`src/sv/hse_pkg.sv`:
```
// ----------------------------------------------------------------------------
// hse_pkg
// Types, constants and SHA-1 helpers shared by the HMAC-SHA1 engine.
// ----------------------------------------------------------------------------
`timescale 1ns / 1ps
package hse_pkg;
    localparam logic [7:0]  IPAD_BYTE      = 8'h36;
    localparam logic [7:0]  OPAD_BYTE      = 8'h5C;
    localparam int unsigned PAD_FILL_BYTES = 44;
    localparam logic [2:0]  NUM_KEY_WORDS  = 3'd5;

    localparam logic [31:0] IV0 = 32'h67452301;
    localparam logic [31:0] IV1 = 32'hEFCDAB89;
    localparam logic [31:0] IV2 = 32'h98BADCFE;
    localparam logic [31:0] IV3 = 32'h10325476;
    localparam logic [31:0] IV4 = 32'hC3D2E1F0;

    typedef logic [31:0] t_word;
    typedef t_word [4:0] t_hash;

    // Entry of the queue between front and back.
    typedef struct packed {
        logic [7:0] data_byte;
        logic       byte_valid;
        logic       last;
    } t_item;

    // Back-end sequencer states.
    typedef enum logic [3:0] {
        ST_INIT_IN,   // compress inner pad block
        ST_INIT_OUT,  // compress outer pad block
        ST_IDLE,      // waiting for a queued byte
        ST_MSG,       // compressing a full message block
        ST_PAD1,      // first padding block (length did not fit)
        ST_PAD2,      // final inner block
        ST_OUTER,     // outer hash over inner digest
        ST_EMIT       // streaming digest words
    } t_state;

    function automatic t_word rotl(input t_word x, input int unsigned n);
        rotl = (x << n) | (x >> (32 - n));
    endfunction

    function automatic t_word round_k(input logic [6:0] t);
        if (t < 7'd20)      round_k = 32'h5A827999;
        else if (t < 7'd40) round_k = 32'h6ED9EBA1;
        else if (t < 7'd60) round_k = 32'h8F1BBCDC;
        else                round_k = 32'hCA62C1D6;
    endfunction

    function automatic t_word round_f(input logic [6:0] t, input t_word b,
                                      input t_word c, input t_word d);
        if (t < 7'd20)      round_f = (b & c) | (~b & d);
        else if (t < 7'd40) round_f = b ^ c ^ d;
        else if (t < 7'd60) round_f = (b & c) | (b & d) | (c & d);
        else                round_f = b ^ c ^ d;
    endfunction
endpackage

```
`src/sv/hmac_sha1_salted_engine.sv`:
```
// ----------------------------------------------------------------------------
// hmac_sha1_salted_engine
// HMAC-SHA1 of a byte stream under a 20-byte key in five config registers.
// ----------------------------------------------------------------------------
// Usage: message bytes arrive on the input channel, one word per handshake
// (i_data_byte, i_byte_valid, i_last). A word with i_last high closes the
// message; with i_byte_valid low it carries no byte, so a lone such word
// yields the HMAC of the empty message. Bytes past MAX_MESSAGE_BYTES are
// dropped. After the closing word the digest leaves on the output channel as
// five 32-bit big-endian words, o_word_index 0 to 4, o_last_word on the last.
// Throughput: one byte per cycle into a four-entry queue while it is not
// full; the back end takes one queued word per cycle while idle and
// compresses each full 64-byte block in the single-round SHA-1 unit. The
// first digest word is offered after two compressions, or three when the
// length does not fit in the last block, once the closing word leaves the
// queue, then one word per cycle while i_ready is high.
// After reset and after any key register write the inner and outer pad
// midstates are recomputed before bytes are consumed; a key write during
// that work forces another pass once it ends. Input words queue meanwhile.
// A stalled receiver holds the back end in the emit state; the queue keeps
// accepting until it is full.
// ----------------------------------------------------------------------------
`timescale 1ns / 1ps
module hmac_sha1_salted_engine #(
    parameter int MAX_MESSAGE_BYTES = 125
) (
    input  logic        i_clk,
    input  logic        i_rst_n,
    input  logic        i_cfg_we,
    input  logic [2:0]  i_cfg_index,
    input  logic [31:0] i_cfg_data,
    input  logic        i_valid,
    output logic        o_ready,
    input  logic [7:0]  i_data_byte,
    input  logic        i_byte_valid,
    input  logic        i_last,
    output logic        o_valid,
    input  logic        i_ready,
    output logic [31:0] o_digest_word,
    output logic [2:0]  o_word_index,
    output logic        o_last_word
);
    logic [31:0] r_key [5];
    logic r_mid_ok;
    logic r_key_dirty;  // key changed since the midstate pass began

    hse_pkg::t_item q_item, in_item;
    logic q_valid, q_pop;

    assign in_item = '{data_byte: i_data_byte, byte_valid: i_byte_valid, last: i_last};

    hse_front u_front (
        .i_clk(i_clk), .i_rst_n(i_rst_n), .i_valid(i_valid), .o_ready(o_ready),
        .i_item(in_item), .o_q_valid(q_valid), .i_q_pop(q_pop), .o_q_item(q_item)
    );

    // Back end state.
    hse_pkg::t_state r_state, n_state;
    hse_pkg::t_hash  r_imid, r_omid, r_chain;
    logic [15:0][31:0] r_buf;
    logic [6:0] r_len;
    logic [2:0] r_widx;

    logic core_start, core_done;
    hse_pkg::t_hash core_chain, core_hash;
    logic [15:0][31:0] core_block;

    hse_core u_core (
        .i_clk(i_clk), .i_rst_n(i_rst_n), .i_start(core_start),
        .i_chain(core_chain), .i_block(core_block),
        .o_done(core_done), .o_hash(core_hash)
    );

    localparam hse_pkg::t_hash IV = {hse_pkg::IV4, hse_pkg::IV3, hse_pkg::IV2,
                                     hse_pkg::IV1, hse_pkg::IV0};

    logic r_pending;  // compression launched, awaiting done
    // A closing word that also completed a block: padding follows that block.
    logic r_close;
    logic take, accept_byte, full_block;
    logic [5:0] pos;
    logic [5:0] mark;  // block position of the 0x80 terminator
    logic [15:0][31:0] pad_blk, fin_blk, out_blk;
    logic [31:0] rep;
    logic [5:0] p;

    assign take = (r_state == hse_pkg::ST_IDLE) && q_valid && r_mid_ok;
    assign q_pop = take;
    assign accept_byte = take && q_item.byte_valid
                       && ({25'b0, r_len} < MAX_MESSAGE_BYTES);
    assign pos = r_len[5:0];
    assign full_block = accept_byte && (pos == 6'd63);
    assign p = r_len[5:0];
    assign mark = accept_byte ? pos + 6'd1 : pos;

    // Pad-key block for midstate computation.
    always_comb begin
        rep = (r_state == hse_pkg::ST_INIT_IN) ? {4{hse_pkg::IPAD_BYTE}}
                                               : {4{hse_pkg::OPAD_BYTE}};
        pad_blk = {16{rep}};
        for (int i = 0; i < 5; i++) begin
            pad_blk[i] = r_key[i] ^ rep;
        end
    end

    // Final inner block: buffer already holds 0x80 and zeros after the data.
    always_comb begin
        fin_blk = (r_state == hse_pkg::ST_PAD2 && p < 6'd56) ? r_buf : '0;
        fin_blk[14] = 32'd0;
        fin_blk[15] = ({25'd0, r_len} + 32'd64) << 3;
    end

    always_comb begin
        out_blk = '0;
        for (int i = 0; i < 5; i++) out_blk[i] = r_chain[i];
        out_blk[5]  = 32'h80000000;
        out_blk[15] = 32'd672;
    end

    always_comb begin
        core_chain = r_chain;
        core_block = r_buf;
        case (r_state)
            hse_pkg::ST_INIT_IN, hse_pkg::ST_INIT_OUT: begin
                core_chain = IV;
                core_block = pad_blk;
            end
            hse_pkg::ST_PAD2:  core_block = fin_blk;
            hse_pkg::ST_OUTER: begin
                core_chain = r_omid;
                core_block = out_blk;
            end
            default: ;
        endcase
    end

    assign core_start = !r_pending && r_state != hse_pkg::ST_IDLE
                     && r_state != hse_pkg::ST_EMIT;

    // Next state.
    always_comb begin
        n_state = r_state;
        case (r_state)
            hse_pkg::ST_INIT_IN:  if (core_done) n_state = hse_pkg::ST_INIT_OUT;
            hse_pkg::ST_INIT_OUT: if (core_done) n_state = hse_pkg::ST_IDLE;
            hse_pkg::ST_IDLE: begin
                if (!r_mid_ok) n_state = hse_pkg::ST_INIT_IN;
                else if (full_block) n_state = hse_pkg::ST_MSG;
                else if (take && q_item.last)
                    n_state = (mark >= 6'd56) ? hse_pkg::ST_PAD1 : hse_pkg::ST_PAD2;
            end
            hse_pkg::ST_MSG: begin
                if (core_done) begin
                    n_state = r_close ? hse_pkg::ST_PAD2 : hse_pkg::ST_IDLE;
                end
            end
            hse_pkg::ST_PAD1: if (core_done) n_state = hse_pkg::ST_PAD2;
            hse_pkg::ST_PAD2: if (core_done) n_state = hse_pkg::ST_OUTER;
            hse_pkg::ST_OUTER: if (core_done) n_state = hse_pkg::ST_EMIT;
            hse_pkg::ST_EMIT: if (i_ready && r_widx == 3'd4) n_state = hse_pkg::ST_IDLE;
            default: n_state = hse_pkg::ST_IDLE;
        endcase
    end

    // Outputs of the sequencer.
    always_comb begin
        o_valid       = (r_state == hse_pkg::ST_EMIT);
        o_digest_word = r_chain[r_widx];
        o_word_index  = r_widx;
        o_last_word   = (r_widx == 3'd4);
    end

    always_ff @(posedge i_clk) begin
        if (!i_rst_n) begin
            r_state     <= hse_pkg::ST_INIT_IN;
            r_mid_ok    <= 1'b0;
            r_key_dirty <= 1'b0;
            r_pending   <= 1'b0;
            r_len       <= '0;
            r_widx      <= '0;
            r_close     <= 1'b0;
            for (int i = 0; i < 5; i++) r_key[i] <= '0;
        end else begin
            r_state <= n_state;
            if (core_start) r_pending <= 1'b1;
            if (core_done)  r_pending <= 1'b0;
            if (i_cfg_we && i_cfg_index < hse_pkg::NUM_KEY_WORDS) begin
                r_key[i_cfg_index] <= i_cfg_data;
                r_mid_ok    <= 1'b0;
                r_key_dirty <= 1'b1;
            end else begin
                if (r_state == hse_pkg::ST_INIT_IN && core_start) r_key_dirty <= 1'b0;
                // A key that changed during the pass forces another one.
                if (r_state == hse_pkg::ST_INIT_OUT && core_done) r_mid_ok <= !r_key_dirty;
            end
            if (accept_byte) r_len <= r_len + 7'd1;
            if (full_block) r_close <= q_item.last;
            if (r_state == hse_pkg::ST_EMIT && i_ready) begin
                r_widx <= r_widx + 3'd1;
                if (r_widx == 3'd4) begin
                    r_widx <= '0;
                    r_len  <= '0;
                end
            end
        end
    end

    always_ff @(posedge i_clk) begin
        if (r_state == hse_pkg::ST_INIT_IN && core_done) r_imid <= core_hash;
        if (r_state == hse_pkg::ST_INIT_OUT && core_done) r_omid <= core_hash;
        if (r_state == hse_pkg::ST_IDLE && r_len == 7'd0 && r_mid_ok)
            r_chain <= r_imid;
        if (core_done && (r_state == hse_pkg::ST_MSG || r_state == hse_pkg::ST_PAD1
                          || r_state == hse_pkg::ST_PAD2 || r_state == hse_pkg::ST_OUTER))
            r_chain <= core_hash;
        if (accept_byte) begin
            r_buf[pos[5:2]][(5'd24 - {pos[1:0], 3'b0}) +: 8] <= q_item.data_byte;
        end
        // Terminator and zero fill placed when the message closes; the byte
        // that comes with the closing word sits below the terminator.
        if (take && q_item.last && !full_block) begin
            for (int i = 0; i < 64; i++) begin
                if (i == int'(mark))
                    r_buf[i/4][(24 - 8*(i%4)) +: 8] <= 8'h80;
                else if (i > int'(mark))
                    r_buf[i/4][(24 - 8*(i%4)) +: 8] <= 8'h00;
            end
        end
        // Closing word that completed a block: finish from an empty block.
        if (r_state == hse_pkg::ST_MSG && core_done && r_close) begin
            r_buf <= {{15{32'd0}}, 32'h80000000};
        end
    end
endmodule

```
`src/sv/hse_front.sv`:
```
// ----------------------------------------------------------------------------
// hse_front
// Input side: accepts message words into a small queue for the back end.
// ----------------------------------------------------------------------------
`timescale 1ns / 1ps
module hse_front (
    input  logic           i_clk,
    input  logic           i_rst_n,
    input  logic           i_valid,
    output logic           o_ready,
    input  hse_pkg::t_item i_item,
    output logic           o_q_valid,
    input  logic           i_q_pop,
    output hse_pkg::t_item o_q_item
);
    // Four-entry FIFO.
    hse_pkg::t_item r_mem [4];
    logic [1:0] r_wp, r_rp;
    logic [2:0] r_cnt;
    logic push, pop;

    assign o_ready   = (r_cnt != 3'd4);
    assign push      = i_valid && o_ready;
    assign o_q_valid = (r_cnt != 3'd0);
    assign pop       = i_q_pop && o_q_valid;
    assign o_q_item  = r_mem[r_rp];

    always_ff @(posedge i_clk) begin
        if (push) begin
            r_mem[r_wp] <= i_item;
        end
    end

    always_ff @(posedge i_clk) begin
        if (!i_rst_n) begin
            r_wp  <= '0;
            r_rp  <= '0;
            r_cnt <= '0;
        end else begin
            if (push) r_wp <= r_wp + 2'd1;
            if (pop)  r_rp <= r_rp + 2'd1;
            r_cnt <= r_cnt + {2'b0, push} - {2'b0, pop};
        end
    end
endmodule

```
`src/sv/hse_core.sv`:
```
// ----------------------------------------------------------------------------
// hse_core
// SHA-1 compression unit: one round per cycle, 16-word schedule window.
// ----------------------------------------------------------------------------
`timescale 1ns / 1ps
module hse_core (
    input  logic                          i_clk,
    input  logic                          i_rst_n,
    input  logic                          i_start,
    input  hse_pkg::t_hash                i_chain,
    input  logic [15:0][31:0]             i_block,
    output logic                          o_done,
    output hse_pkg::t_hash                o_hash
);
    logic [15:0][31:0] r_w;
    hse_pkg::t_hash    r_h, r_v;
    logic [6:0]        r_t;
    logic              r_busy;
    hse_pkg::t_word    tmp, wn;

    assign wn  = hse_pkg::rotl(r_w[13] ^ r_w[8] ^ r_w[2] ^ r_w[0], 1);
    assign tmp = hse_pkg::rotl(r_v[0], 5)
               + hse_pkg::round_f(r_t, r_v[1], r_v[2], r_v[3])
               + r_v[4] + hse_pkg::round_k(r_t) + r_w[0];

    always_ff @(posedge i_clk) begin
        if (!i_rst_n) begin
            r_busy <= 1'b0;
            o_done <= 1'b0;
            r_t    <= '0;
        end else begin
            o_done <= 1'b0;
            if (i_start && !r_busy) begin
                r_busy <= 1'b1;
                r_t    <= '0;
            end else if (r_busy) begin
                r_t <= r_t + 7'd1;
                if (r_t == 7'd79) begin
                    r_busy <= 1'b0;
                    o_done <= 1'b1;
                end
            end
        end
    end

    always_ff @(posedge i_clk) begin
        if (i_start && !r_busy) begin
            r_w <= i_block;
            r_h <= i_chain;
            r_v <= i_chain;
        end else if (r_busy) begin
            r_w <= {wn, r_w[15:1]};
            r_v <= {r_v[3], r_v[2], hse_pkg::rotl(r_v[1], 30), r_v[0], tmp};
            if (r_t == 7'd79) begin
                r_h[0] <= r_h[0] + tmp;
                r_h[1] <= r_h[1] + r_v[0];
                r_h[2] <= r_h[2] + hse_pkg::rotl(r_v[1], 30);
                r_h[3] <= r_h[3] + r_v[2];
                r_h[4] <= r_h[4] + r_v[3];
            end
        end
    end

    assign o_hash = r_h;
endmodule

```
`config.mk`:
```
export PLATFORM = sky130hd
export DESIGN_NAME = hmac_sha1_salted_engine
export DESIGN_NICKNAME = d
export VERILOG_FILES = /design/src/sv/hse_pkg.sv /design/src/sv/hmac_sha1_salted_engine.sv /design/src/sv/hse_front.sv /design/src/sv/hse_core.sv
export SDC_FILE = /design/constraint.sdc
export NUM_CORES = 2
export LEC_CHECK = 0
export BUFFER_PORTS_ARGS = -buffer_cell sky130_fd_sc_hd__buf_4
export CORE_MARGIN = 2
export CORE_UTILIZATION = 40
export DETAILED_ROUTE_END_ITERATION = 6
export PLACE_DENSITY = 0.53
export SETUP_SLACK_MARGIN = 0.15
export SYNTH_ARGS = -nofsm -noshare
export SYNTH_HDL_FRONTEND = slang
export SYNTH_SLANG_ARGS = --single-unit
```
`constraint.sdc`:
```
create_clock -name i_clk -period 20.2 [get_ports i_clk]
set_input_delay 4.04 -clock i_clk [delete_from_list [all_inputs] [get_ports i_clk]]
set_output_delay 4.04 -clock i_clk [all_outputs]
set_load 0.02 [all_outputs]
```
Word-level counts from Yosys, hierarchy flattened

Memory sizes are Yosys's and may differ from the RTL's. A register that Yosys moved wholly into a read port is not among the register bits.
Index checks and enable logic that the tools add are counted.

Register bits: 1858
RAM bits: 200
Bits of input ports: 50
Output and inout port bits: 38
Word-level logic and storage cells: 510
Memories: 2

Memory list:

| name          | depth | width | rd ports | clocked after Yosys merged registers in | write ports | line                          | source |
|---|---|---|---|---|---|---|---|
| r_key         | 5     | 32    | 5        | 0                                       | 5           | hmac_sha1_salted_engine.sv:43 | `logic [31:0] r_key [5];` |
| u_front.r_mem | 4     | 10    | 1        | 1                                       | 1           | hse_front.sv:17               | `hse_pkg::t_item r_mem [4];` |

$add $sub $neg: 20
Magnitude comparators: 73
Eq/ne operators: 84
Shift operators: 2
Mux-type cells: 188
Bitwise gates (word level): 23
Reduce and logical (&&, ||, !) cells: 48

Operator list:

| cell                                                                           | number |
|---|---|
| 512-bit two-way mux                                                            | 4 |
| 512-bit one-hot mux with 3 select lines                                        | 1 |
| 160-bit two-way mux                                                            | 7 |
| 8-bit two-way mux                                                              | 127 |
| 512-bit bitwise mux                                                            | 1 |
| 448-bit two-way mux                                                            | 1 |
| 160-bit one-hot mux with 2 select lines                                        | 1 |
| 32-bit adder                                                                   | 9 |
| 32-bit two-way mux                                                             | 8 |
| 6-bit == test, first input constant                                            | 32 |
| 6-bit greater-than comparator, first input constant                            | 32 |
| 32-bit by 31-bit XOR with 32-bit output                                        | 5 |
| 32-bit XOR                                                                     | 5 |
| 32-bit AND                                                                     | 4 |
| 32-bit demux with 4-bit select                                                 | 1 |
| 32-bit binary-select mux with 3-bit select                                     | 1 |
| 5-bit by 6-bit == test with 1-bit output, first input constant                 | 16 |
| 5-bit by 6-bit greater-than comparator with 1-bit output, first input constant | 16 |
| 32-bit bitwise OR                                                              | 3 |
| 31-bit two-way mux                                                             | 2 |
| 4-bit by 6-bit == test with 1-bit output, first input constant                 | 8 |
| 4-bit by 6-bit greater-than comparator with 1-bit output, first input constant | 8 |
| 4-bit two-way mux                                                              | 10 |
| 32-bit inverter                                                                | 1 |
| other kinds (59)                                                               | 135 |

Longest topological paths before layout

Depth in word-level cells: 14
Depth in mapped cells: 34
Mapped depth without buffers: 31

Hierarchy

From an unflattened synthesis, not the netlist that was laid out.

Cells, all modules: 10453
Area, all modules: 102886.2 um^2

Modules (own cells, without submodules):

| module                  | times used | cells an instance | area an instance (um^2) | seq. area each (um^2) |
|---|---|---|---|---|
| hmac_sha1_salted_engine | 1          | 5423              | 52744.3                 | 29808.6 |
| hse_core                | 1          | 4930              | 48201.2                 | 25164.1 |
| hse_front               | 1          | 100               | 1940.6                  | 1381.3 |

Least setup slack after synthesis

OpenSTA, ideal clock, no wires.

Path kind: register to register
Start: reg r_state[0]
End: reg u_core.r_busy
Setup time: 0.103 ns
Arrival time: 9.658 ns
Required time: 20.097 ns
Setup slack: 10.438 ns
Stages on the path, launching flop included: 6
Path buffers: 1
Clock period less this slack: 9.762 ns
Cell sequence: dfxtp_1 > buf_2 > nand2b_1 > a31oi_1 > or2_2 > and3b_1

Cells in the longest elaborated chain, start to end: 5
Elaborated cells on any way between the ends: 6
Classes of those cells: eq/ne: 2; mux: 1; reduce/logical: 3

RTL lines:

| what                                     | line                           | source |
|---|---|---|
| start, declared                          | hmac_sha1_salted_engine.sv:58  | `hse_pkg::t_state r_state, n_state;` |
| start signal, assigned                   | hmac_sha1_salted_engine.sv:175 | `r_state <= hse_pkg::ST_INIT_IN;` |
| start signal, assigned                   | hmac_sha1_salted_engine.sv:184 | `r_state <= n_state;` |
| 4-bit by 2-bit != test with 1-bit output | hmac_sha1_salted_engine.sv:137 | `assign core_start = !r_pending && r_state != hse_pkg::ST_IDLE` |
| 1-bit logical AND                        | hmac_sha1_salted_engine.sv:137 |  |
| 1-bit logical AND *                      | hmac_sha1_salted_engine.sv:138 | `&& r_state != hse_pkg::ST_EMIT;` |
| 1-bit logical AND *                      | hse_core.sv:33                 | `if (i_start && !r_busy) begin` |
| 1-bit two-way mux *                      | hse_core.sv:33                 |  |
| end signal, assigned                     | hse_core.sv:28                 | `r_busy <= 1'b0;` |
| end signal, assigned                     | hse_core.sv:34                 | `r_busy <= 1'b1;` |
| end signal, assigned                     | hse_core.sv:39                 | `r_busy <= 1'b0;` |
| end, declared                            | hse_core.sv:18                 | `logic r_busy;` |

Mark *: on every way between the ends. The rest lies on a longest branch, timed or not.
A chain may end at the register's enable or synchronous reset.

Final worst setup path

Start: reg u_core.r_t[5]
End: reg u_core.r_h (netlist bit u_core.o_hash[31]) (data pin)

Cells in the longest elaborated chain, start to end: 12
Elaborated cells on any way between the ends: 17
Classes of those cells: add/sub: 5; order compare: 3; mux: 9

RTL lines:

| what                                                  | line                         | source |
|---|---|---|
| start, declared                                       | hse_core.sv:17               | `logic [6:0] r_t;` |
| start signal, assigned                                | hse_core.sv:37               | `r_t <= r_t + 7'd1;` |
| 7-bit by 6-bit less-than comparator with 1-bit output | hse_pkg.sv:47, hse_pkg.sv:55 |  |
| 32-bit two-way mux                                    | hse_pkg.sv:55                | `else if (t < 7'd60) round_f = (b & c) \| (b & d) \| (c & d);` |
| 32-bit two-way mux                                    | hse_pkg.sv:54                | `else if (t < 7'd40) round_f = b ^ c ^ d;` |
| 32-bit two-way mux                                    | hse_pkg.sv:53                | `if (t < 7'd20) round_f = (b & c) \| (~b & d);` |
| 32-bit adder                                          | hse_core.sv:23               | `+ hse_pkg::round_f(r_t, r_v[1], r_v[2], r_v[3])` |
| 32-bit adder                                          | hse_core.sv:24               | `+ r_v[4] + hse_pkg::round_k(r_t) + r_w[0];` |
| 32-bit adder * (2 in a row)                           | hse_core.sv:24               |  |
| 32-bit adder *                                        | hse_core.sv:55               | `r_h[0] <= r_h[0] + tmp;` |
| 160-bit two-way mux *                                 | hse_core.sv:54               | `if (r_t == 7'd79) begin` |
| 160-bit two-way mux *                                 | hse_core.sv:51               | `end else if (r_busy) begin` |
| 160-bit two-way mux *                                 | hse_core.sv:47               | `if (i_start && !r_busy) begin` |
| end signal, assigned                                  | hse_core.sv:49               | `r_h <= i_chain;` |
| end, declared                                         | hse_core.sv:16               | `hse_pkg::t_hash r_h, r_v;` |

Mark *: on every way between the ends. The rest lies on a longest branch, timed or not. The select of a mux whose other input is x is not followed.

==> qor.yml <==
io_pins: 88
min_path_cells: 2
violations: "design-rule violations"
cts_setup_buffers: 0
yosys.area.top_type: "edfxtp_1"
fin_crit_sh: 0.456
clock_latency_ps: 920
drv_cap: 0
final_max_slew_viol_count: 0
drt_iter0_drc: 9594
yosys_warnings: 0
preCtsSetupSlack_ps: 11320
numCtsBuffers: 223
grt_use_met1: 0.402
worstPathRequired_ps: 20850
combPwrFrac: 0.458
dp.cells: 12600
hold_buffers: 0
critical_path.max_fanout: 35
synthToLayoutAreaGrowth_pct: 11.2
fin_crit_ps: 9210
synth-xor-area-share: 0.0240
syn_avg_cell_area_um2: 10.4
fin_cells: 13000
p_switching_w: 0.00721
initial_utilization: 0.402
criticalPathCategory: "reg -> reg"
power_density_nw_per_um2: 164
routabilityCongestion: 0.942
drive_gt1_frac: 0.0861
yosys_register_bits: 2059
synth_area_um2: 99700
seq_area_frac_synth: 0.565
slew_headroom: 0.0942
grt_setup_unrepaired: "false"
synth_commonest_cells: "edfxtp_1, nor2_1, nand2_1, a21oi_1, o21ai_0"
rows: 183
antenna_left: 0
fin_tns_setup_ps: 0
portBuffers: 87
yosysMostFrequentCell: "edfxtp_1"
dp_hpwl_um: 255000
synth_compound_area_frac: 0.157
antenna_found_initial: 21
clk_path_buf_depth: 3
worstSetupEndpointType: "register"
slowest_delay_ps: 560
placed_area_um2: 104000
wl_per_cell_um: 28.5
synth_edf_count: 1512
vias_per_cell: 5.91
nets: 9874
grt_pass1_wl_um: 526000
synthCells: 9612
cts-root-buf: "clkbuf_16"
via_count: 76700
intPower_w: 0.0110
hold_path.class: "reg -> reg"
cts_num_sinks: 2059
htree_num_levels: 4
drc: 6
synthSimpleGateAreaFrac: 0.138
synth_top_area_frac: 0.455
p_leak_nw: 41.8
die_h_um: 503
layout_setup_ws_ps: 10990
wl_um: 370000
drt_pass1_iterations: 7
crit_path_start_kind: "register"
synth_cell_types: 100
grt_pass1_vias: 71900
synth-main-ff-cell: "edfxtp_1"
synthAdderAreaFrac: 0.0549
ir_drop_v: 0.000347
worstMarginPinSlew_ps: 1350
grt-busiest-layer: "met2"
status: "complete, but fails checks"
hold_violations: 0
async_flop_share: 0
synth_area_leaders: "edfxtp_1, dfxtp_1, a21oi_1"
fin_skew_ps: 59.0
synthMuxAreaShare: 0.0300
clk_pin_slew_worst_paths_ps: 60
syn_nets: 10000
ff2ff_path_depth: 33
stdcell_area_um2: 111000
cts_resized: 0
power.share.switching: 0.396
grt_max_degree: 191
use_met2: 0.439
worst_ep_arrival_time_ps: 9860
die_x_um: 503
gr-usage-met3: 0.0423
grt_overflow: 0
cts_tree: "yes"
synth_top_family_by_area: "compound AO/OA/AOI/OAI gates"
core_area_um2: 248000
setup_viol: 0
clkPwrFrac: 0.227
worst_path_max_delay_cell: "a41o_1"
fmax_mhz: 109
p_seq_frac: 0.315
die_area_um2: 253000
grt_usage: 0.286
-- sequential cells by signal (all words and copies together), names as in the netlist, named ones only --
name / flops
u_core.r_busy: 1
out_blk: 160
r_key: 160
u_front.r_rp: 2
r_key_dirty: 1
r_close: 1
r_omid: 160
r_state: 3
u_front.r_mem: 40
r_len: 7
u_front.r_wp: 2
r_pending: 1
u_core.o_hash: 160
r_mid_ok: 1
o_word_index: 3
u_core.r_t: 7
u_core.r_w: 512
u_front.r_cnt: 3
u_core.o_done: 1
r_imid: 160
u_core.r_v: 160
r_buf: 511
-- critical path, delay by kind of cell, from the launching register on --
family / cells / cell delay [ps]
adder cells (fa/ha/maj): 6 / 2540
buffers and inverters: 5 / 880
AND/OR/NAND/NOR: 10 / 1920
flip-flops: 1 / 460
AO/OA/AOI/OAI: 9 / 2650
XOR/XNOR: 3 / 400
-- kinds of logic after synthesis --
| family | after synthesis |
|---|---|
| AND/OR/NAND/NOR | 3232 |
| flip-flops | 2059 |
| multiplexers | 225 |
| buffers and inverters | 826 |
| XOR/XNOR | 267 |
| AO/OA/AOI/OAI | 2640 |
| adder cells (fa/ha/maj) | 363 |
-- routing by layer --
| layer | wire [um] | share of wire | vias to the layer above |
|---|---|---|---|
| met3 | 28300 | 0.076 | 574 |
| met2 | 166000 | 0.45 | 3380 |
| met5 | 43 | 0.00012 | - |
| li1 | - | - | 34100 |
| met1 | 159000 | 0.43 | 38700 |
| met4 | 17500 | 0.047 | 6 |
-- path summary, 6_finish.rpt --
| kind | from | endpoint | slack, ps |
|---|---|---|---|
| hold reg to reg | r_buf[134]$_SDFF_PP0_ | r_buf[134]$_SDFF_PP0_ | 490 |
| hold / removal | r_buf[134]$_SDFF_PP0_ | r_buf[134]$_SDFF_PP0_ | 490 |
| setup reg to reg | u_core.r_t[5]$_SDFFE_PP0P_ | u_core.o_hash[31]$_DFFE_PP_ | 10990 |
| setup / recovery | u_core.r_t[5]$_SDFFE_PP0P_ | u_core.o_hash[31]$_DFFE_PP_ | 10990 |
-- power groups by stage --
| stage | registers (W) | logic [W] | clock network, W |
|---|---|---|---|
| final | 0.00573 | 0.00834 | 0.00414 |
| after global routing | 0.00576 | 0.00923 | 0.00435 |
| after CTS | 0.00573 | 0.00818 | 0.00419 |
| after detailed placement | 0.00581 | 0.00812 | 0 |
| after global placement | 0.00580 | 0.00804 | 0 |
| after floorplan | 0.00560 | 0.00621 | 0 |
-- layout make-up --
cell class                      instances  area (um^2)
Antenna cell                            7         17.5
Inverter                              249          942
Tap cell                             3330         4170
Fill cell                           23600       137000
Clock inverter                        101         1080
Sequential cell                      2059        56400
Multi-Input combinational cell       6727        40400
Clock buffer                          318         6260
Timing Repair Buffer                  201         1600
-- stage by stage --
step	power (W)	utilization	hold WS (ps)
2_1_floorplan	0.0118	-	451
3_3_place_gp	0.0138	0.417	466
3_5_place_dp	0.0139	0.417	475
4_1_cts	0.0181	0.447	487
5_1_grt	0.0193	0.447	503
6_report	0.0182	0.447	485
-- placed cells by master (no fill, tap or decap), types with 187 or more instances in the layout --
master     netlist  routed
edfxtp_1      1512    1512
nor2_1        1328    1322
nand2_1       1178    1174
a21oi_1       1117    1117
o21ai_0        722     719
dfxtp_1        547     543
inv_1          249     248
ha_1           238     238
clkbuf_16        0     223
nand3_1        194     194
buf_4            0     194
and2_1         189     187
xnor2_1        188     187
No activity file was read; power rests on OpenSTA's default activity.
